### config.mk
export PLATFORM = sky130hd
export DESIGN_NAME = sd_card_spi_init_sequencer
export DESIGN_NICKNAME = d
export VERILOG_FILES = /design/src/design/sdinit_pkg.sv /design/src/design/sd_card_spi_init_sequencer.sv /design/src/design/sdinit_next.sv
export VERILOG_INCLUDE_DIRS = /design/src /design/src/design
export SDC_FILE = /design/constraint.sdc
export NUM_CORES = 1
export LEC_CHECK = 0
export BUFFER_PORTS_ARGS = -buffer_cell sky130_fd_sc_hd__buf_2
export CORE_MARGIN = 2
export CORE_UTILIZATION = 40
export CTS_BUF_LIST = sky130_fd_sc_hd__clkbuf_4 sky130_fd_sc_hd__clkbuf_8
export DETAILED_ROUTE_END_ITERATION = 12
export HOLD_SLACK_MARGIN = 0.02
export MAX_ROUTING_LAYER = met4
export SLEW_MARGIN = 20
export SYNTH_ARGS = -nofsm -noshare
export SYNTH_HDL_FRONTEND = slang
export SYNTH_SLANG_ARGS = --single-unit
### constraint.sdc
create_clock -name clk -period 4.2 [get_ports clk]
set_input_delay 0.42 -clock clk [delete_from_list [all_inputs] [get_ports clk]]
set_output_delay 0.42 -clock clk [all_outputs]
set_load 0.005 [all_outputs]
### src/design/assert_macros.svh
// Assertion macros shared by the SD card start-up sequencer RTL.
`ifndef ASSERT_MACROS_SVH
`define ASSERT_MACROS_SVH

`ifndef NO_ASSERTIONS

`define SDI_ASSERT_ALWAYS(label, clk, rst, expr) \
  label: assert property (@(posedge clk) disable iff (rst) (expr)) \
    else $error("sequencer check failed");

`define SDI_ASSERT_IMPLY(label, clk, rst, ante, cons) \
  label: assert property (@(posedge clk) disable iff (rst) (ante) |-> (cons)) \
    else $error("sequencer check failed");

`define SDI_ASSERT_NEXT(label, clk, rst, ante, cons) \
  label: assert property (@(posedge clk) disable iff (rst) (ante) |=> (cons)) \
    else $error("sequencer check failed");

`else

`define SDI_ASSERT_ALWAYS(label, clk, rst, expr)

`define SDI_ASSERT_IMPLY(label, clk, rst, ante, cons)

`define SDI_ASSERT_NEXT(label, clk, rst, ante, cons)

`endif

`endif

### src/design/sdinit_pkg.sv
// Types, constants and command helpers for the SD card SPI start-up sequencer.
package sdinit_pkg;

  typedef enum logic [2:0] {
    PH_IDLE,
    PH_DUMMY,
    PH_CMD,
    PH_WAIT,
    PH_DATA,
    PH_RELEASE,
    PH_DONE
  } phase_t;

  localparam logic [2:0] RC_RUN       = 3'd0;
  localparam logic [2:0] RC_OK        = 3'd1;
  localparam logic [2:0] RC_NO_CARD   = 3'd2;
  localparam logic [2:0] RC_V1_CARD   = 3'd3;
  localparam logic [2:0] RC_ECHO      = 3'd4;
  localparam logic [2:0] RC_TIMEOUT   = 3'd5;
  localparam logic [2:0] RC_NOT_READY = 3'd6;

  localparam logic [2:0] STEP_CMD0   = 3'd0;
  localparam logic [2:0] STEP_CMD8   = 3'd1;
  localparam logic [2:0] STEP_CMD55  = 3'd2;
  localparam logic [2:0] STEP_ACMD41 = 3'd3;
  localparam logic [2:0] STEP_CMD58  = 3'd4;
  localparam logic [2:0] STEP_CMD16  = 3'd5;

  localparam logic [2:0] REG_DUMMY_BYTE_COUNT   = 3'd0;
  localparam logic [2:0] REG_RESPONSE_TRIES     = 3'd1;
  localparam logic [2:0] REG_INIT_TRY_LIMIT     = 3'd2;
  localparam logic [2:0] REG_VOLTAGE_CODE       = 3'd3;
  localparam logic [2:0] REG_CHECK_PATTERN      = 3'd4;
  localparam logic [2:0] REG_HOST_CAPACITY_BYTE = 3'd5;

  localparam int CFG_INDEX_W = 3;
  localparam int CFG_DATA_W  = 16;

  localparam logic [7:0]  RST_DUMMY_BYTE_COUNT   = 8'd74;
  localparam logic [7:0]  RST_RESPONSE_TRIES     = 8'd8;
  localparam logic [15:0] RST_INIT_TRY_LIMIT     = 16'hFFFF;
  localparam logic [3:0]  RST_VOLTAGE_CODE       = 4'd1;
  localparam logic [7:0]  RST_CHECK_PATTERN      = 8'hAA;
  localparam logic [7:0]  RST_HOST_CAPACITY_BYTE = 8'h40;

  localparam logic [7:0] IDLE_BYTE      = 8'hFF;
  localparam logic [7:0] CMD_START_BITS = 8'h40;
  localparam logic [7:0] CMD16_ARG_BYTE = 8'h02;
  localparam logic [7:0] R1_IDLE_VALUE  = 8'h01;
  localparam logic [6:0] CRC7_POLY      = 7'h09;

  localparam int R1_IDLE_BIT    = 0;
  localparam int R1_ILLEGAL_BIT = 2;
  localparam int R1_BUSY_BIT    = 7;
  localparam int OCR_READY_BIT  = 7;
  localparam int OCR_CCS_BIT    = 6;

  localparam logic [7:0] CMD_CRC_POS   = 8'd5;
  localparam logic [7:0] CMD_LENGTH    = 8'd6;
  localparam logic [7:0] DATA_LENGTH   = 8'd4;
  localparam logic [1:0] DATA_FIRST    = 2'd0;
  localparam logic [1:0] DATA_LAST     = 2'd3;
  localparam logic [7:0] ARG_POS_ONE   = 8'd1;
  localparam logic [7:0] ARG_POS_THREE = 8'd3;
  localparam logic [7:0] ARG_POS_FOUR  = 8'd4;

  typedef struct packed {
    logic [7:0]  dummy_byte_count;
    logic [7:0]  response_tries;
    logic [15:0] init_try_limit;
    logic [3:0]  voltage_code;
    logic [7:0]  check_pattern;
    logic [7:0]  host_capacity_byte;
  } cfg_t;

  typedef struct packed {
    phase_t      phase;
    logic [2:0]  command_step;
    logic [7:0]  byte_index;
    logic [7:0]  poll_count;
    logic [15:0] attempts_left;
    logic [6:0]  crc_register;
    logic [7:0]  last_status_byte;
    logic [7:0]  resp_first;
    logic [7:0]  resp_last;
    logic        capacity_flag;
    logic [2:0]  outcome;
  } state_t;

  typedef struct packed {
    logic [7:0] tx_byte;
    logic       send_valid;
    logic       select_active;
    logic       finished;
    logic [2:0] result_code;
    logic       block_addressing;
  } result_t;

  function automatic logic [6:0] crc7_update(logic [6:0] crc, logic [7:0] data);
    logic [6:0] c;
    logic       fb;
    c = crc;
    for (int i = 7; i >= 0; i--) begin
      fb = c[6] ^ data[i];
      c  = {c[5:0], 1'b0};
      if (fb) begin
        c = c ^ CRC7_POLY;
      end
    end
    return c;
  endfunction

  function automatic logic [5:0] cmd_index(logic [2:0] step);
    logic [5:0] idx;
    unique case (step)
      STEP_CMD0:   idx = 6'd0;
      STEP_CMD8:   idx = 6'd8;
      STEP_CMD55:  idx = 6'd55;
      STEP_ACMD41: idx = 6'd41;
      STEP_CMD58:  idx = 6'd58;
      STEP_CMD16:  idx = 6'd16;
      default:     idx = 6'd0;
    endcase
    return idx;
  endfunction

  function automatic logic [7:0] cmd_byte(cfg_t cfg, logic [2:0] step, logic [7:0] pos,
                                          logic [6:0] crc);
    logic [7:0] b;
    if (pos == '0) begin
      b = CMD_START_BITS | {2'b00, cmd_index(step)};
    end else if (pos >= CMD_CRC_POS) begin
      b = {crc, 1'b1};
    end else if (step == STEP_CMD8 && pos == ARG_POS_THREE) begin
      b = {4'b0000, cfg.voltage_code};
    end else if (step == STEP_CMD8 && pos == ARG_POS_FOUR) begin
      b = cfg.check_pattern;
    end else if (step == STEP_ACMD41 && pos == ARG_POS_ONE) begin
      b = cfg.host_capacity_byte;
    end else if (step == STEP_CMD16 && pos == ARG_POS_THREE) begin
      b = CMD16_ARG_BYTE;
    end else begin
      b = '0;
    end
    return b;
  endfunction

endpackage

### src/design/sd_card_spi_init_sequencer.sv
// Top level of the SD card SPI-mode start-up sequencer with output register.
// The result of each input transfer is registered in the output register when that transfer is accepted.
// Throughput: one input transfer per cycle while in_stall is low; in_stall rises only while a held result
// is stalled by the consumer, set by the single output register.
// Reset (rst, synchronous): phase idle, state cleared, registers to their defaults.
`include "assert_macros.svh"

module sd_card_spi_init_sequencer (
  input  logic                               clk,
  input  logic                               rst,
  input  logic                               cfg_we,
  input  logic [sdinit_pkg::CFG_INDEX_W-1:0] cfg_index,
  input  logic [sdinit_pkg::CFG_DATA_W-1:0]  cfg_data,
  input  logic                               in_valid,
  output logic                               in_stall,
  input  logic                               command,
  input  logic [7:0]                         rx_byte,
  output logic                               out_valid,
  input  logic                               out_stall,
  output logic [7:0]                         tx_byte,
  output logic                               send_valid,
  output logic                               select_active,
  output logic                               finished,
  output logic [2:0]                         result_code,
  output logic                               block_addressing
);

  sdinit_pkg::cfg_t    cfg;
  sdinit_pkg::state_t  st;
  sdinit_pkg::state_t  st_next;
  sdinit_pkg::result_t res;
  sdinit_pkg::result_t res_next;
  logic                accept;

  assign in_stall = out_valid & out_stall;
  assign accept   = in_valid & ~in_stall;

  always_ff @(posedge clk) begin
    if (rst) begin
      cfg.dummy_byte_count   <= sdinit_pkg::RST_DUMMY_BYTE_COUNT;
      cfg.response_tries     <= sdinit_pkg::RST_RESPONSE_TRIES;
      cfg.init_try_limit     <= sdinit_pkg::RST_INIT_TRY_LIMIT;
      cfg.voltage_code       <= sdinit_pkg::RST_VOLTAGE_CODE;
      cfg.check_pattern      <= sdinit_pkg::RST_CHECK_PATTERN;
      cfg.host_capacity_byte <= sdinit_pkg::RST_HOST_CAPACITY_BYTE;
    end else if (cfg_we) begin
      unique case (cfg_index)
        sdinit_pkg::REG_DUMMY_BYTE_COUNT:   cfg.dummy_byte_count   <= cfg_data[7:0];
        sdinit_pkg::REG_RESPONSE_TRIES:     cfg.response_tries     <= cfg_data[7:0];
        sdinit_pkg::REG_INIT_TRY_LIMIT:     cfg.init_try_limit     <= cfg_data[15:0];
        sdinit_pkg::REG_VOLTAGE_CODE:       cfg.voltage_code       <= cfg_data[3:0];
        sdinit_pkg::REG_CHECK_PATTERN:      cfg.check_pattern      <= cfg_data[7:0];
        sdinit_pkg::REG_HOST_CAPACITY_BYTE: cfg.host_capacity_byte <= cfg_data[7:0];
        default: begin
        end
      endcase
    end
  end

  sdinit_next u_next (
    .cfg     (cfg),
    .cur     (st),
    .command (command),
    .rx_byte (rx_byte),
    .nxt     (st_next),
    .res     (res_next)
  );

  always_ff @(posedge clk) begin
    if (rst) begin
      st.phase            <= sdinit_pkg::PH_IDLE;
      st.command_step     <= '0;
      st.byte_index       <= '0;
      st.poll_count       <= '0;
      st.attempts_left    <= '0;
      st.crc_register     <= '0;
      st.last_status_byte <= '0;
      st.resp_first       <= '0;
      st.resp_last        <= '0;
      st.capacity_flag    <= 1'b0;
      st.outcome          <= sdinit_pkg::RC_RUN;
      out_valid           <= 1'b0;
    end else if (accept) begin
      st        <= st_next;
      out_valid <= 1'b1;
    end else if (!out_stall) begin
      out_valid <= 1'b0;
    end
  end

  always_ff @(posedge clk) begin
    if (accept) begin
      res <= res_next;
    end
  end

  assign tx_byte          = res.tx_byte;
  assign send_valid       = res.send_valid;
  assign select_active    = res.select_active;
  assign finished         = res.finished;
  assign result_code      = res.result_code;
  assign block_addressing = res.block_addressing;

  `SDI_ASSERT_IMPLY(a_finished_quiet, clk, rst, out_valid && finished, !send_valid && !select_active)
  `SDI_ASSERT_IMPLY(a_code_ends, clk, rst, out_valid && (result_code != sdinit_pkg::RC_RUN), finished)
  `SDI_ASSERT_IMPLY(a_capacity_ok, clk, rst, out_valid && block_addressing, result_code == sdinit_pkg::RC_OK)
  `SDI_ASSERT_NEXT(a_start_runs, clk, rst, in_valid && !in_stall && !command, out_valid && !finished && (result_code == sdinit_pkg::RC_RUN))

endmodule

### src/design/sdinit_next.sv
// Next-state and next-byte logic for one SPI byte transfer of the start-up sequence.
module sdinit_next (
  input  sdinit_pkg::cfg_t    cfg,
  input  sdinit_pkg::state_t  cur,
  input  logic                command,
  input  logic [7:0]          rx_byte,
  output sdinit_pkg::state_t  nxt,
  output sdinit_pkg::result_t res
);

  function automatic sdinit_pkg::state_t start_cmd(sdinit_pkg::state_t s, logic [2:0] step);
    sdinit_pkg::state_t r;
    r              = s;
    r.command_step = step;
    r.byte_index   = '0;
    r.crc_register = '0;
    r.phase        = sdinit_pkg::PH_CMD;
    return r;
  endfunction

  function automatic sdinit_pkg::state_t finish(sdinit_pkg::state_t s, logic [2:0] code);
    sdinit_pkg::state_t r;
    r         = s;
    r.outcome = code;
    r.phase   = sdinit_pkg::PH_DONE;
    return r;
  endfunction

  logic [7:0]  tries;
  logic [7:0]  bi_inc;
  logic [7:0]  poll_inc;
  logic [15:0] att_dec;

  always_comb begin
    tries    = (cfg.response_tries == '0) ? 8'd1 : cfg.response_tries;
    bi_inc   = cur.byte_index + 8'd1;
    poll_inc = cur.poll_count + 8'd1;
    att_dec  = (cur.attempts_left != '0) ? cur.attempts_left - 16'd1 : '0;

    nxt = cur;
    if (!command) begin
      nxt.outcome          = sdinit_pkg::RC_RUN;
      nxt.capacity_flag    = 1'b0;
      nxt.last_status_byte = '0;
      nxt.poll_count       = '0;
      nxt.attempts_left    = '0;
      nxt.resp_first       = '0;
      nxt.resp_last        = '0;
      nxt.byte_index       = '0;
      if (cfg.dummy_byte_count != '0) begin
        nxt.phase = sdinit_pkg::PH_DUMMY;
      end else begin
        nxt = start_cmd(nxt, sdinit_pkg::STEP_CMD0);
      end
    end else begin
      unique case (cur.phase)
        sdinit_pkg::PH_DUMMY: begin
          nxt.byte_index = bi_inc;
          if (bi_inc >= cfg.dummy_byte_count) begin
            nxt = start_cmd(nxt, sdinit_pkg::STEP_CMD0);
          end
        end
        sdinit_pkg::PH_CMD: begin
          if (cur.byte_index < sdinit_pkg::CMD_CRC_POS) begin
            nxt.crc_register = sdinit_pkg::crc7_update(cur.crc_register,
              sdinit_pkg::cmd_byte(cfg, cur.command_step, cur.byte_index, cur.crc_register));
          end
          nxt.byte_index = bi_inc;
          if (bi_inc >= sdinit_pkg::CMD_LENGTH) begin
            nxt.phase      = sdinit_pkg::PH_WAIT;
            nxt.poll_count = '0;
          end
        end
        sdinit_pkg::PH_WAIT: begin
          nxt.last_status_byte = rx_byte;
          nxt.poll_count       = poll_inc;
          if (!rx_byte[sdinit_pkg::R1_BUSY_BIT] || poll_inc >= tries) begin
            if (cur.command_step == sdinit_pkg::STEP_CMD8 ||
                cur.command_step == sdinit_pkg::STEP_CMD58) begin
              nxt.phase      = sdinit_pkg::PH_DATA;
              nxt.byte_index = '0;
            end else begin
              nxt.phase = sdinit_pkg::PH_RELEASE;
            end
          end
        end
        sdinit_pkg::PH_DATA: begin
          if (cur.byte_index[1:0] == sdinit_pkg::DATA_FIRST) begin
            nxt.resp_first = rx_byte;
          end
          if (cur.byte_index[1:0] == sdinit_pkg::DATA_LAST) begin
            nxt.resp_last = rx_byte;
          end
          nxt.byte_index = bi_inc;
          if (bi_inc >= sdinit_pkg::DATA_LENGTH) begin
            nxt.phase = sdinit_pkg::PH_RELEASE;
          end
        end
        sdinit_pkg::PH_RELEASE: begin
          unique case (cur.command_step)
            sdinit_pkg::STEP_CMD0: begin
              if (cur.last_status_byte != sdinit_pkg::R1_IDLE_VALUE) begin
                nxt = finish(nxt, sdinit_pkg::RC_NO_CARD);
              end else begin
                nxt = start_cmd(nxt, sdinit_pkg::STEP_CMD8);
              end
            end
            sdinit_pkg::STEP_CMD8: begin
              if (cur.last_status_byte[sdinit_pkg::R1_ILLEGAL_BIT]) begin
                nxt = finish(nxt, sdinit_pkg::RC_V1_CARD);
              end else if (cur.resp_last != cfg.check_pattern) begin
                nxt = finish(nxt, sdinit_pkg::RC_ECHO);
              end else begin
                nxt.attempts_left = (cfg.init_try_limit == '0) ? 16'd1 : cfg.init_try_limit;
                nxt = start_cmd(nxt, sdinit_pkg::STEP_CMD55);
              end
            end
            sdinit_pkg::STEP_CMD55, sdinit_pkg::STEP_ACMD41: begin
              if (cur.command_step == sdinit_pkg::STEP_CMD55 &&
                  !cur.last_status_byte[sdinit_pkg::R1_ILLEGAL_BIT]) begin
                nxt = start_cmd(nxt, sdinit_pkg::STEP_ACMD41);
              end else begin
                // close one ACMD41 attempt
                nxt.attempts_left = att_dec;
                if (!cur.last_status_byte[sdinit_pkg::R1_IDLE_BIT]) begin
                  nxt = start_cmd(nxt, sdinit_pkg::STEP_CMD58);
                end else if (att_dec == '0) begin
                  nxt = finish(nxt, sdinit_pkg::RC_TIMEOUT);
                end else begin
                  nxt = start_cmd(nxt, sdinit_pkg::STEP_CMD55);
                end
              end
            end
            sdinit_pkg::STEP_CMD58: begin
              if (!cur.resp_first[sdinit_pkg::OCR_READY_BIT]) begin
                nxt = finish(nxt, sdinit_pkg::RC_NOT_READY);
              end else begin
                nxt.capacity_flag = cur.resp_first[sdinit_pkg::OCR_CCS_BIT];
                if (cur.resp_first[sdinit_pkg::OCR_CCS_BIT]) begin
                  nxt = finish(nxt, sdinit_pkg::RC_OK);
                end else begin
                  nxt = start_cmd(nxt, sdinit_pkg::STEP_CMD16);
                end
              end
            end
            default: begin
              nxt = finish(nxt, sdinit_pkg::RC_OK);
            end
          endcase
        end
        default: begin
        end
      endcase
    end

    res.tx_byte          = '0;
    res.send_valid       = 1'b0;
    res.select_active    = 1'b0;
    res.finished         = 1'b0;
    res.result_code      = nxt.outcome;
    res.block_addressing = nxt.capacity_flag;
    unique case (nxt.phase)
      sdinit_pkg::PH_DUMMY, sdinit_pkg::PH_RELEASE: begin
        res.tx_byte    = sdinit_pkg::IDLE_BYTE;
        res.send_valid = 1'b1;
      end
      sdinit_pkg::PH_CMD: begin
        res.tx_byte       = sdinit_pkg::cmd_byte(cfg, nxt.command_step, nxt.byte_index,
                                                 nxt.crc_register);
        res.send_valid    = 1'b1;
        res.select_active = 1'b1;
      end
      sdinit_pkg::PH_WAIT, sdinit_pkg::PH_DATA: begin
        res.tx_byte       = sdinit_pkg::IDLE_BYTE;
        res.send_valid    = 1'b1;
        res.select_active = 1'b1;
      end
      sdinit_pkg::PH_DONE: begin
        res.finished = 1'b1;
      end
      default: begin
      end
    endcase
  end

endmodule

## Yosys cells after proc, flatten, opt, wreduce, memory -nomap -nowiden

Index checks and enable logic that the tools add are counted.

- Flip-flop bits (word level): 135
- Output and inout port bits: 17
- Logic and storage cells: 245

- Eq/ne operators: 62
- Mux-type cells: 86
- Order comparisons: 7
- Reduce and logical (&&, ||, !) cells: 41
- $add $sub $neg: 3
- Bitwise logic cells: 19

Operators with widths:

| cell | number |
|---|---|
| 73-bit 2-to-1 mux | 10 |
| 73-bit case mux with 4 select lines | 1 |
| 7-bit 2-to-1 mux | 22 |
| 8-bit 2-to-1 mux | 19 |
| 70-bit 2-to-1 mux | 1 |
| 8-bit case mux with 4 select lines | 2 |
| 6-bit case mux with 5 select lines | 2 |
| 16-bit case mux with 3 select lines | 1 |
| 3-bit equality test, second input constant | 11 |
| 8-bit by 3-bit >= comparator with 1-bit output, second input constant | 4 |
| 16-bit zero test | 2 |
| 16-bit 2-to-1 mux | 2 |
| 4-bit 2-to-1 mux | 8 |
| 16-bit case mux with 2 select lines | 1 |
| 3-bit by 2-bit equality test with 1-bit output, second input constant | 10 |
| 3-bit != test, second input constant | 10 |
| 8-bit zero test | 3 |
| 8-bit case mux with 3 select lines | 1 |
| 7-bit case mux with 3 select lines | 1 |
| 9-bit case mux with 2 select lines | 1 |
| 9-bit AND reduction | 2 |
| 8-bit by 1-bit adder with 8-bit output, second input constant | 2 |
| 8-bit by 1-bit equality test with 1-bit output, second input constant | 2 |
| 8-bit by 2-bit equality test with 1-bit output, second input constant | 2 |
| other kinds (37) | 98 |

## Longest topological paths before layout

- Word-level depth: 60
- Mapped depth: 19
- Gate-level depth less buffers: 16

## By module

A second synthesis with hierarchy kept.

- Cells, all modules: 1306
- Area total of the unflattened synthesis: 10412.5 um^2

Modules (own cells, without submodules):

| module | seq. area each (um^2) | area each (um^2) | cells each | times used |
|---|---|---|---|---|
| sd_card_spi_init_sequencer | 2972.9 | 5800.6 | 538 | 1 |
| sdinit_next | 0.0 | 4611.9 | 768 | 1 |

## Worst setup path before layout

Ideal clock, no wire load.

- Path type: register -> register
- Start point: reg st[60] (netlist bit)
- End point: reg res (netlist bit tx_byte[3]) (data pin)
- Path slack: -0.210 ns
- Period minus slack after synthesis: 4.410 ns
- Buffers on the path: 2
- Cell stages (with the launch flop): 19
- Data arrival time: 4.157 ns
- Cell sequence: dfxtp_1 > ha_1 > clkbuf_1 > and3_1 > clkbuf_1 > and3_1 > xor2_1 > ha_1 > nand4_1 > nor2_1 > a2111o_1 > o21bai_1 > o21ai_0 > a41oi_4 > nand3_4 > or4_4 > nor2_2 > o31ai_1 > a21o_1

RTL lines:

| item | RTL line | text |
|---|---|---|
| from (decl) | sd_card_spi_init_sequencer.sv:29 | `sdinit_pkg::state_t st;` |
| from (signal assigned) | sd_card_spi_init_sequencer.sv:84 | `st <= st_next;` |
| to (signal assigned) | sd_card_spi_init_sequencer.sv:93 | `res <= res_next;` |
| to (decl) | sd_card_spi_init_sequencer.sv:31 | `sdinit_pkg::result_t res;` |

==> run_results.csv <==
group,metric,value,unit
critical_path,start_kind,"register",
floorplanning,rows,54,
yosys,yosysTopAreaCell,"dfxtp_1",
power,p_total,3000,µW
cells_and_area,fillCellCount,2256,
run,maxCapViolations,0,
power,p_leak,0.00404,µW
placement,port_buffers,49,
drt,drtIter0Drc,807,
timing,rsz0062_at_grt,"true",
run_status,status,"complete, no violations",
cells_and_area,seqCellArea,2860,µm²
timing,finalClockSkew,0.0197,ns
critical_path,cp.required,4.42,ns
clocking,postCtsHoldBufs,0,
clocking,clkSinkCount,135,
floorplanning,die_area,23600,µm²
timing,fmax,0.243,GHz
yosys,synth.net_count,1235,
cells_and_area,final_layout_size_suffix_gt1_share,17.1,%
power,seqPwrFrac,45.6,%
drt,wl,30300,µm
yosys,syn_area,8950,µm²
cells_and_area,multi_input_area,5840,µm²
clocking,cts-buffers-inserted,17,
drt,routedWlPerCell,19.6,µm
timing,slew_viol_final,0,
power,switching_share,30.0,%
timing,finalHoldViolCount,0,
drt,drc,0,
floorplanning,start_util,40.9,%
floorplanning,chipHeight,154,µm
drt,highest_layer,"met4",
yosys,synth_cell_type_count,87,
grt,grt_pass1_wl,47000,µm
power,power_density,288,nW/µm²
drt,ant_nets,0,
clocking,clk_latency,0.47,ns
timing,post-route-period-util,97.9,%
critical_path,crit_type,"register to register",
yosys,ys_ff_latch,135,
power,p_switching,901,µW
placement,finalWeightedCongestion,0.982,
critical_path,arrival,4.33,ns
grt,groute.usage.overall,25.8,%
floorplanning,ios,50,
placement,placed_cell_area,9820,µm²
yosys,yosysWarningCount,0,
cells_and_area,antennaDiodeCount,0,
drt,met2WireLength,13300,µm
drt,vias_per_cell,5.95,
cells_and_area,nets,1312,
critical_path,end_kind,"register",
yosys,syn_inst,1176,
yosys,synthTopCellsByArea,"dfxtp_1 27%, nand2_1 7.0%, nor2_1 5.9%",
power,ir_worst_vdd,223,µV
clocking,clockBufferDepth,2,
power,power.internal,2100,µW
power,comb_power_share,15.1,%
power,pwr-share-clk,39.2,%
drt,wl_met1,13900,µm
critical_path,path_max_fanout,5,
timing,period_needed,4.11,ns
placement,dp_hpwl,22600,µm
cells_and_area,area_growth,16.6,%
yosys,ys_async_sr_fraction,0,%
yosys,synthMostInstantiatedCell,"nand2_1",
clocking,cts_max_level,4,
yosys,synth_common_cells,"167 x nand2_1, 140 x nor2_1, 120 x dfxtp_1",
grt,grt_pass1_vias,8289,
cells_and_area,fin_area,10400,µm²
timing,setup_violations,0,
hold_path,min_path_type,"primary input to register",
yosys,yosysSeqAreaShare,31.9,%
yosys,avgSynthCellArea,7.61,µm²
timing,maxSlewHeadroom,34.6,%
yosys,synth_top_area_share,26.8,%
grt,grt.overflow.total,0,
grt,grt_max_degree,92,
clocking,cts_tree,"built",
drt,vias,9205,
clocking,cts.clk_slew.worst_paths,0.09,ns
grt,antenna_found_initial,0,
drt,wl_met3,2500,µm
yosys,synth_edf_count,15,
yosys,synth_flop_cell,"dfxtp_1",
timing,worst_pin_slew,0.981,ns
floorplanning,die_w,154,µm
drt,dr.pass1.iters,5,
floorplanning,core,21900,µm²
clocking,cts_root_buffer,"clkbuf_8",
==> final cells by class <==
class | count | area share [%]
multi-input combinational | 932 | 55.9
sequential | 135 | 27.4
tap | 280 | 3.36
clock buffer | 21 | 2.71
clock inverter | 11 | 1.29
timing repair buffer | 126 | 7.91
inverter | 41 | 1.47
==> state kept, by name, summed over array words and instances (netlist names) <==
| register | cells |
|---|---|
| select_active | 1 |
| send_valid | 1 |
| block_addressing | 1 |
| tx_byte | 8 |
| out_valid | 1 |
| finished | 1 |
| result_code | 3 |
| cfg | 52 |
| st | 67 |
==> power groups by stage <==
stage	clock [µW]	sequential, µW	combinational [µW]
floorplan	0	1390	277
global placement	0	1400	433
detailed placement	0	1400	434
CTS	1200	1370	437
global route	1250	1370	491
finish	1180	1370	454
==> path summary, 6_finish.rpt <==
path                                    from    endpoint  slack, ns  cells past startpoint
worst max-delay path                  st[59]  tx_byte[3]       0.09                     17
worst min-delay path            cfg_data[15]     cfg[35]       0.14                      2
worst max register to register        st[59]  tx_byte[3]       0.09                     17
worst min register to register        st[25]      st[25]       0.46                      2
==> critical path, stage by stage (launching register included) <==
cell,delay (ns)
dfxtp_2,0.33
ha_2,0.18
and3_4,0.19
and3_4,0.17
xor2_1,0.14
ha_1,0.31
nand4_1,0.08
nor2_1,0.13
a2111o_1,0.31
a221o_1,0.20
o211ai_1,0.12
nand4b_1,0.29
buf_4,0.20
a211o_4,0.29
or4_4,0.56
nor2_4,0.12
o31ai_1,0.08
a21o_1,0.17
==> kinds of logic (layout without fill, tap and decap cells) <==
group,count (synthesis),in the layout,share of synthesized area (%)
simple gates,526,526,29.4
compound gates,328,328,25.1
flops,135,135,31.9
buf+inv,109,199,4.71
xor+xnor,40,40,3.91
fa+ha+maj,26,26,3.63
mux,12,12,1.36
==> cells in the final DEF (no fill, tap or decap), drive strengths merged, types with 15 or more instances in the layout <==
master,n
nand2,167
nor2,141
buf,126
dfxtp,120
a21oi,90
o21ai,60
inv,44
nand3,35
nor2b,32
nor3,28
a211o,27
ha,26
a22oi,25
xor2,24
clkbuf,21
nor4,21
xnor2,16
edfxtp,15
a31oi,15
==> through the flow <==
step | worst slack, ns | instances | utilization (%) | setup TNS, ns | hold slack (ns)
final | 0.0881 | 1546 | 47.7 | 0 | 0.144
after global routing | -0.0872 | 1546 | 47.7 | -0.336 | 0.139
after CTS | 0.00163 | 1538 | 46.8 | 0 | 0.128
after detailed placement | 0.0311 | 1506 | 44.9 | 0 | 0.449
after global placement | 0.0748 | 1506 | 44.9 | 0 | 0.443
after floorplan | 0.0162 | 1176 | - | 0 | 0.436
==> repair_timing <==
item,CTS,global route
endpoints found under the setup margin,0,8
resized for setup,0,27
buffers inserted,0,8
==> metal layers <==
layer	up-vias	GRT usage, %
li1	4420	-
met1	4346	35.4
met2	396	39.0
met3	43	4.85
met4	0	6.99
met5	-	-
Power figures use the tool's default switching activity.
